### src/hdl/etbm_pkg.sv
package etbm_pkg;

  localparam int BLK_W  = 24;
  localparam int LEN_W  = 8;
  localparam int WORD_W = 32;
  localparam int SLOT_W = 4;

  localparam logic [1:0] ACT_LOOKUP = 2'd0;
  localparam logic [1:0] ACT_APPEND = 2'd1;
  localparam logic [1:0] ACT_LOAD   = 2'd2;

  localparam logic [LEN_W-1:0] MAX_RUN = 8'd255;

  localparam logic ST_OK    = 1'b0;
  localparam logic ST_ERROR = 1'b1;

  typedef struct packed {
    logic [1:0]        action;
    logic [BLK_W-1:0]  logical_block;
    logic [BLK_W-1:0]  new_block;
    logic [SLOT_W-1:0] slot_index;
    logic [WORD_W-1:0] slot_word;
  } in_item_t;

  typedef struct packed {
    logic              status;
    logic [BLK_W-1:0]  physical_block;
    logic [SLOT_W-1:0] used_slot;
    logic [WORD_W-1:0] slot_after;
  } out_item_t;

endpackage

### src/hdl/etbm_in_if.sv
interface etbm_in_if;
  logic               valid;
  logic               ready;
  etbm_pkg::in_item_t item;

  modport source (output valid, output item, input ready);
  modport sink (input valid, input item, output ready);
endinterface

### src/hdl/etbm_out_if.sv
interface etbm_out_if;
  logic                valid;
  logic                ready;
  etbm_pkg::out_item_t item;

  modport source (output valid, output item, input ready);
  modport sink (input valid, input item, output ready);
endinterface

### src/hdl/extent_table_block_mapper.sv
// Extent table block mapper. The block holds SLOT_COUNT extent words (start block in bits
// 31:8, run length in bits 7:0), cleared at reset; the first zero word ends the list. Each
// item is a lookup, an append, a slot load or an unknown action and yields exactly one
// result item. A single slot read port, compare and add unit steps through the table one
// slot per cycle. A lookup or append that ends at slot k registers its result when the scan
// reaches slot k and the output register is free, and the input becomes ready again as the
// result is registered. A load or an unknown action finishes in its first scan step. The
// input is not ready while an item is in progress, and a finished item waits in place while
// the previous result has not yet been taken. The result sits in an output register, so a
// new item can be accepted while an earlier result still waits to be taken.
module extent_table_block_mapper #(
  parameter int SLOT_COUNT = 10
) (
  input  logic                clk,
  input  logic                rst_n,
  etbm_in_if.sink             in_ch,
  etbm_out_if.source          out_ch
);

  localparam int IDX_W  = (SLOT_COUNT > 1) ? $clog2(SLOT_COUNT) : 1;
  localparam int CNT_W  = $clog2(SLOT_COUNT + 1);
  localparam int BASE_W = $clog2(SLOT_COUNT * 255 + 1);
  localparam int BW     = etbm_pkg::BLK_W;
  localparam int LW     = etbm_pkg::LEN_W;
  localparam int WW     = etbm_pkg::WORD_W;

  localparam logic S_IDLE = 1'b0;
  localparam logic S_SCAN = 1'b1;

  logic                state_r, state_nxt;
  logic [CNT_W-1:0]    cnt_r, cnt_nxt;
  logic [BASE_W-1:0]   base_r, base_nxt;
  etbm_pkg::in_item_t  req_r;
  logic                out_valid_r, out_valid_nxt;
  etbm_pkg::out_item_t out_item_r, out_item_nxt;
  logic [WW-1:0]       table_r [SLOT_COUNT];

  logic                out_free;
  logic                finish;
  logic                wr_en;
  logic [IDX_W-1:0]    wr_idx;
  logic [WW-1:0]       wr_word;
  logic [WW-1:0]       cur_word;
  logic [LW-1:0]       cur_len;
  logic [BW-1:0]       cur_start;
  logic [BW:0]         run_end;
  logic [BW:0]         base_end;
  logic [BW-1:0]       offset;
  logic                at_end;

  assign out_free = !out_valid_r || out_ch.ready;
  assign at_end   = (cnt_r == CNT_W'(SLOT_COUNT));
  assign cur_word = at_end ? '0 : table_r[IDX_W'(cnt_r)];
  assign cur_len  = cur_word[LW-1:0];
  assign cur_start = cur_word[WW-1:LW];
  assign run_end  = {1'b0, cur_start} + (BW+1)'(cur_len);
  assign base_end = (BW+1)'(base_r) + (BW+1)'(cur_len);
  assign offset   = req_r.logical_block - BW'(base_r);

  always_comb begin
    state_nxt    = state_r;
    cnt_nxt      = cnt_r;
    base_nxt     = base_r;
    finish       = 1'b0;
    wr_en        = 1'b0;
    wr_idx       = IDX_W'(cnt_r);
    wr_word      = '0;
    out_item_nxt = '{status: etbm_pkg::ST_ERROR, physical_block: '0, used_slot: '0,
                     slot_after: '0};
    unique case (state_r)
      S_IDLE: begin
        cnt_nxt  = '0;
        base_nxt = '0;
        if (in_ch.valid) begin
          state_nxt = S_SCAN;
        end
      end
      S_SCAN: begin
        unique case (req_r.action)
          etbm_pkg::ACT_LOOKUP: begin
            if (at_end || cur_word == '0) begin
              finish = 1'b1;
            end else if ({1'b0, req_r.logical_block} < base_end) begin
              finish = 1'b1;
              out_item_nxt.status         = etbm_pkg::ST_OK;
              out_item_nxt.physical_block = cur_start + offset;
              out_item_nxt.used_slot      = etbm_pkg::SLOT_W'(cnt_r);
              out_item_nxt.slot_after     = cur_word;
            end else begin
              cnt_nxt  = cnt_r + 1'b1;
              base_nxt = BASE_W'(base_end);
            end
          end
          etbm_pkg::ACT_APPEND: begin
            if (at_end) begin
              finish = 1'b1;
            end else if (cur_word == '0) begin
              finish  = 1'b1;
              wr_en   = 1'b1;
              wr_word = {req_r.new_block, LW'(1)};
              out_item_nxt.status         = etbm_pkg::ST_OK;
              out_item_nxt.physical_block = req_r.new_block;
              out_item_nxt.used_slot      = etbm_pkg::SLOT_W'(cnt_r);
              out_item_nxt.slot_after     = wr_word;
            end else if (cur_len < etbm_pkg::MAX_RUN && run_end == {1'b0, req_r.new_block}) begin
              finish  = 1'b1;
              wr_en   = 1'b1;
              wr_word = cur_word + WW'(1);
              out_item_nxt.status         = etbm_pkg::ST_OK;
              out_item_nxt.physical_block = run_end[BW-1:0];
              out_item_nxt.used_slot      = etbm_pkg::SLOT_W'(cnt_r);
              out_item_nxt.slot_after     = wr_word;
            end else begin
              cnt_nxt = cnt_r + 1'b1;
            end
          end
          etbm_pkg::ACT_LOAD: begin
            finish = 1'b1;
            if (int'(req_r.slot_index) < SLOT_COUNT) begin
              wr_en   = 1'b1;
              wr_idx  = IDX_W'(req_r.slot_index);
              wr_word = req_r.slot_word;
              out_item_nxt.status     = etbm_pkg::ST_OK;
              out_item_nxt.used_slot  = req_r.slot_index;
              out_item_nxt.slot_after = req_r.slot_word;
            end
          end
          default: begin
            finish = 1'b1;
          end
        endcase
        if (finish) begin
          if (out_free) begin
            state_nxt = S_IDLE;
          end else begin
            wr_en    = 1'b0;
            cnt_nxt  = cnt_r;
            base_nxt = base_r;
          end
        end
      end
      default: begin
        state_nxt = S_IDLE;
      end
    endcase
  end

  assign out_valid_nxt = (finish && out_free) ? 1'b1 : (out_ch.ready ? 1'b0 : out_valid_r);

  always_ff @(posedge clk) begin
    if (!rst_n) begin
      state_r     <= S_IDLE;
      cnt_r       <= '0;
      base_r      <= '0;
      out_valid_r <= 1'b0;
      for (int i = 0; i < SLOT_COUNT; i++) begin
        table_r[i] <= '0;
      end
    end else begin
      state_r     <= state_nxt;
      cnt_r       <= cnt_nxt;
      base_r      <= base_nxt;
      out_valid_r <= out_valid_nxt;
      if (wr_en) begin
        table_r[wr_idx] <= wr_word;
      end
    end
  end

  always_ff @(posedge clk) begin
    if (in_ch.valid && in_ch.ready) begin
      req_r <= in_ch.item;
    end
    if (finish && out_free) begin
      out_item_r <= out_item_nxt;
    end
  end

  assign in_ch.ready  = (state_r == S_IDLE);
  assign out_ch.valid = out_valid_r;
  assign out_ch.item  = out_item_r;

  a_accept_starts_scan: assert property (@(posedge clk) disable iff (!rst_n)
    (in_ch.valid && in_ch.ready) |=> (state_r == S_SCAN))
    else $error("accepted item did not start a table scan");

  a_cnt_in_range: assert property (@(posedge clk) disable iff (!rst_n)
    (cnt_r <= CNT_W'(SLOT_COUNT)))
    else $error("slot counter ran past the table");

  a_error_clean: assert property (@(posedge clk) disable iff (!rst_n)
    (out_ch.valid && out_ch.item.status == etbm_pkg::ST_ERROR) |->
      (out_ch.item.physical_block == '0 && out_ch.item.used_slot == '0 &&
       out_ch.item.slot_after == '0))
    else $error("error result carries nonzero fields");

endmodule

### src/flat_wrapper.sv
// flat-port wrapper written by rule: the top's interface ports become plain ports
module extent_table_block_mapper_flat 
#(
  parameter int SLOT_COUNT = 10
)
  (clk, rst_n, in_ch_valid, in_ch_item, in_ch_ready, out_ch_valid, out_ch_item, out_ch_ready);
  etbm_in_if in_ch_i ();
  etbm_out_if out_ch_i ();
  input  logic clk;
  input  logic rst_n;
  input wire logic [$bits(in_ch_i.valid)-1:0] in_ch_valid;
  input wire logic [$bits(in_ch_i.item)-1:0] in_ch_item;
  output wire logic [$bits(in_ch_i.ready)-1:0] in_ch_ready;
  output wire logic [$bits(out_ch_i.valid)-1:0] out_ch_valid;
  output wire logic [$bits(out_ch_i.item)-1:0] out_ch_item;
  input wire logic [$bits(out_ch_i.ready)-1:0] out_ch_ready;
  assign in_ch_i.valid = in_ch_valid;
  assign in_ch_i.item = in_ch_item;
  assign in_ch_ready = in_ch_i.ready;
  assign out_ch_valid = out_ch_i.valid;
  assign out_ch_item = out_ch_i.item;
  assign out_ch_i.ready = out_ch_ready;
  extent_table_block_mapper #(.SLOT_COUNT(SLOT_COUNT)) u_core (.clk(clk), .rst_n(rst_n), .in_ch(in_ch_i), .out_ch(out_ch_i));
endmodule
### config.mk
export PLATFORM = sky130hd
export DESIGN_NAME = extent_table_block_mapper_flat
export DESIGN_NICKNAME = d
export VERILOG_FILES = /design/src/hdl/etbm_pkg.sv /design/src/hdl/etbm_in_if.sv /design/src/hdl/etbm_out_if.sv /design/src/hdl/extent_table_block_mapper.sv /design/src/flat_wrapper.sv
export SDC_FILE = /design/constraint.sdc
export NUM_CORES = 1
export LEC_CHECK = 0
export BUFFER_PORTS_ARGS = -buffer_cell sky130_fd_sc_hd__buf_4
export CAP_MARGIN = 5
export CORE_MARGIN = 5
export CORE_UTILIZATION = 56
export CTS_CLUSTER_DIAMETER = 50
export DETAILED_ROUTE_END_ITERATION = 6
export GPL_TIMING_DRIVEN = 0
export PLACE_DENSITY = 0.76
export SLEW_MARGIN = 10
export SYNTH_ARGS = -nofsm -noshare
export SYNTH_HDL_FRONTEND = slang
export SYNTH_SLANG_ARGS = --single-unit
### constraint.sdc
create_clock -name clk -period 10.7 [get_ports clk]
set_input_delay 1.07 -clock clk [delete_from_list [all_inputs] [get_ports clk]]
set_output_delay 1.07 -clock clk [all_outputs]
set_load 0.01 [all_outputs]
**Word level (Yosys, flattened, before mapping)**

Memory sizes are Yosys's and may differ from the RTL's. A register that Yosys moved wholly into a read port is not among the register bits.
Index checks and enable logic that the tools add are counted.
W data, S select, Z words.

- Reduce and logical (&&, ||, !) cells: 10
- Bitwise logic cells: 1
- Add/sub/neg operators: 6
- Multiplexer cells: 64
- Equal/unequal tests: 5
- Magnitude comparators: 3

Operators with widths:

| cell | count |
|---|---|
| $mux W61 | 5 |
| $mux W32 | 7 |
| $pmux W36 S3 | 1 |
| $pmux W32 S2 | 1 |
| $mux W12 | 5 |
| $mux W4 | 13 |
| $pmux W24 S2 | 1 |
| $mux W36 | 1 |
| $add A32 B1 Y32 const B | 1 |
| $logic_not A32 Y1 | 1 |
| $reduce_or A32 Y1 | 1 |
| $add A24 B8 Y25 | 1 |
| $eq A25 B24 Y1 | 1 |
| $lt A24 B25 Y1 | 1 |
| $add A24 B24 Y24 | 1 |
| $pmux W12 S2 | 1 |
| $sub A24 B12 Y24 | 1 |
| $mux W1 | 23 |
| $pmux W4 S2 | 2 |
| $add A12 B8 Y13 | 1 |
| $lt A8 B8 Y1 const B | 1 |
| $pmux W1 S2 | 3 |
| $add A4 B1 Y4 const B | 1 |
| $eq A4 B4 Y1 const B | 1 |
| other kinds (11) | 14 |

- Memories kept: 1
- Output and inout port bits: 63
- Bits in writable memories: 320
- Bits in registers: 165

Memory list:

| name | depth | bits a word | rd ports | clocked after memory_dff | wr ports | RTL line | text |
|---|---|---|---|---|---|---|---|
| u_core.table_r | 10 | 32 | 1 | 1 | 10 | extent_table_block_mapper.sv:36 | `logic [WW-1:0] table_r [SLOT_COUNT];` |

**Logic depth before layout (Yosys ltp)**

- Depth after elaboration: 17
- Mapped depth: 38
- Gate-level depth less buffers: 26

**Worst setup path before layout**

Ideal clock, no wire load.

- Path kind: register -> register
- From: register (tool-made name)
- To: memory u_core.table_r[10][0] (netlist bit), enable pin
- Slack: 114 ps
- Arrival: 10085 ps
- Stages on the path, launching flop included: 38
- Library setup time: 502 ps
- Cell sequence: dfxtp_1 buf_6 buf_12 buf_12 buf_12 buf_6 buf_6 buf_4 buf_2 mux4_2 nand2_1 and3_1 a211oi_1 ha_1 inv_1 fa_1 inv_1 a21oi_1 [... 2 more ...] o21bai_1 a21o_1 a21o_1 and3_1 nand3_1 ha_1 nand4_1 o2111ai_1 a21oi_1 o31a_1 clkbuf_1 nor4_1 a21oi_1 a21oi_1 buf_4 nand3_2 buf_2 nor4_1

RTL lines:

| what | RTL line |
|---|---|
| to (decl) | extent_table_block_mapper.sv:36 |

==> run_results.csv <==
group,metric,value,unit
outcome,status,"complete, but fails checks",
outcome,failed_checks,"DRC, capacitance limit",
layout,final_area,0.0399,mm^2
timing,tns,0,ns
drt,initialDrtViolationCount,3844,
synth,synth_largest_area_cell,"edfxtp_1",
timing,fmax,0.0961,GHz
die,start_util,0.565,
place,post_dp_cell_area,0.0373,mm^2
synth,ys_types,97,
place,port-buffer-count,152,
worst_setup_path,crit_buf_inv,12,
clock_network,numCtsBuffers,75,
worst_setup_path,required,11.05,ns
synth,netlist_area,0.0341,mm^2
synth,syn-mean-instance-area,13.4,um^2
worst_setup_path,critPathArrivalTime,10.75,ns
layout,multi_input_area,0.0129,mm^2
clock_network,clock-sinks,681,
worst_setup_path,critPathKind,"reg2reg",
worst_setup_path,worst-path-max-fanout,10,
synth,synth_top_area_share,0.580,
layout,n_antenna_cell,0,
drt,ant_nets,0,
worst_setup_path,cp-start-kind,"register",
synth,ys_seq_area_frac,0.593,
timing,rsz0062_at_grt,"false",
timing,fin_worst_skew,0.0474,ns
layout,fin_cells,3701,
clock_network,cts_htree_levels,3,
worst_setup_path,crit_slowest_cell,"o22ai_1",
worst_setup_path,crit_top_cell,"buf_2",
timing,fin_crit,10.40,ns
synth,yosys-top-cells-area,"edfxtp_1 58%, mux4_2 7.8%, nor2_1 2.8%",
global_route,grt_usage,0.370,
place,gp_congestion,1.01,
global_route,grt_pass1_vias,25400,
layout,layout_common_cells,"659 x edfxtp_1, 251 x nor2_1, 206 x buf_4",
power_and_ir_drop,power_leakage,14.1,nW
die,die_w,257,um
drt,route.vias.total,25600,
power_and_ir_drop,ir_drop,0.140,mV
timing,finalCritPeriodShare,0.972,
power_and_ir_drop,powerDensity,157,mW/mm^2
global_route,grt_antenna_before_repair,0,
layout,layout_commonest_cell,"edfxtp_1",
layout,fill_cells,4318,
place,dp_cells,3564,
timing,report.final.setup_viol,0,
clock_network,clock-root-buffer,"clkbuf_16",
synth,ys_seq_elements,681,
drt,firstDrtPassIters,7,
place,dp_hpwl,92900,um
timing,maxSlewViolCount,0,
drt,via_per_inst,6.93,
synth,ys_async_sr_fraction,0,
global_route,grt_overflow,0,
drt,drt_wl_total,125000,um
drt,wl_per_cell,33.7,um
die,ioPinCount,153,
layout,register_area,0.0202,mm^2
clock_network,hold_buffers,0,
timing,tightest_slew,1.48,ns
worst_setup_path,slowest_delay,0.85,ns
worst_setup_path,critPathTopFamily,"buffers and inverters",
synth,ys_warn_count,0,
global_route,grt_first_pass_wirelength,176000,um
die,coreArea,0.0604,mm^2
clock_network,cts_tree,"yes",
synth,syn-num-nets,2728,
clock_network,cts_max_path_buffers,3,
layout,synthToLayoutAreaGrowth,17.0,%
clock_network,path_clk_slew,0.06,ns
synth,synth_edf_count,659,
global_route,grt_max_degree,61,
clock_network,clk_latency,0.67,ns
layout,nets,3037,
hold_path,hold_path.class,"reg2reg",
die,fp.dieH,257,um
die,row_count,90,
drt,drc_errors,6,
synth,synth_ff_type,"edfxtp_1",
synth,syn_inst,2551,
die,design.die.area,0.0659,mm^2
job,cap_violations,1,
timing,relSlewSlack,0.0126,
layout,drive_above_1_share,0.214,
timing,hold_viol,0,
worst_setup_path,cp-end-kind,"register",
-- logic make-up (layout without fill, tap and decap cells) --
kind of cell / count (synthesis) / after routing / synth area share
buffers and inverters: 257 / 625 / 0.0350
DFF: 681 / 681 / 0.593
adders and majority gates: 87 / 87 / 0.0350
and+or+nand+nor: 833 / 833 / 0.123
xor gates and xnor gates: 100 / 100 / 0.0286
muxes: 206 / 206 / 0.105
AOI/OAI and AO/OA: 387 / 387 / 0.0798
-- worst reg2reg max path, delay by kind of cell, from the launching register on --
kind                     cells  cell delay [ns]
AO/OA/AOI/OAI                5             2.27
AND/OR/NAND/NOR              8             2.63
flip-flops                   1             0.41
buffers and inverters       12             3.86
adder cells (fa/ha/maj)      2             0.74
multiplexers                 1             0.17
-- final cells by class --
cell class / count / share of cell area
multi-input combinational: 1613 / 0.324
timing repair buffer: 232 / 0.0506
inverter: 93 / 0.00876
buffer: 164 / 0.0212
tap: 782 / 0.0245
clock inverter: 44 / 0.0144
sequential: 681 / 0.507
clock buffer: 92 / 0.0487
-- stage by stage --
step	setup slack (ns)	hold WS, ns	util	total power [mW]
detailed placement	-0.512	0.473	0.618	3.66
global route	0.0774	0.505	0.661	6.43
finish	0.296	0.485	0.661	6.26
floorplan	0.114	0.454	-	3.42
global placement	-7.75	0.462	0.600	3.63
CTS	0.106	0.481	0.659	6.25
-- sequential cells by signal, summed over array words and instances, names as in the netlist, named ones only --
signal and flops:
u_core.cnt_r 4, u_core.out_ch.valid 1, u_core.table_r 512, u_core.base_r 12
u_core.state_r 1, u_core.out_ch.item 61, u_core.req_r 86
-- per-layer routing --
| layer | wire [um] | share of wire | track usage | up-vias |
|---|---|---|---|---|
| met5 | 0 | 0 | 0 | - |
| met4 | 9950 | 0.080 | 0.226 | 0 |
| met3 | 15800 | 0.13 | 0.109 | 522 |
| met2 | 55800 | 0.45 | 0.571 | 2122 |
| met1 | 43100 | 0.35 | 0.467 | 12600 |
| li1 | - | - | - | 10400 |
-- cells in the mapped netlist (all sizes together) (25+ instances only) --
master  instances
buf            72
nand2         133
clkbuf         92
o21ai          48
nor4           35
nor3          164
mux2i          68
xnor2          68
xor2           25
a22oi          31
mux4          120
ha             73
and3           29
nand3          56
inv            92
nor2          251
a21oi         106
o22ai          26
edfxtp        659
nor3b          40
-- final timing paths --
check | from | to | slack (ns) | cells past startpoint
setup / recovery | register | u_core.table_r[11][26]$_DFFE_PP_ | 0.30 | 28
hold / removal | u_core.base_r[3]$_SDFFE_PN0P_ | u_core.base_r[3]$_SDFFE_PN0P_ | 0.48 | 2
setup reg to reg | register | u_core.table_r[11][26]$_DFFE_PP_ | 0.30 | 28
hold reg to reg | u_core.base_r[3]$_SDFFE_PN0P_ | u_core.base_r[3]$_SDFFE_PN0P_ | 0.48 | 2
-- repair_timing --
action                     4_1_cts  5_1_grt
gates resized for setup          3        7
setup buffers                    0        0
setup endpoints to repair      395      294
-- report_power, final --
group	internal [mW]	switching, mW
clock network	1.51	1.12
logic	0.231	0.374
registers	2.98	0.0385
total	4.73	1.54
Power figures use the tool's default switching activity.
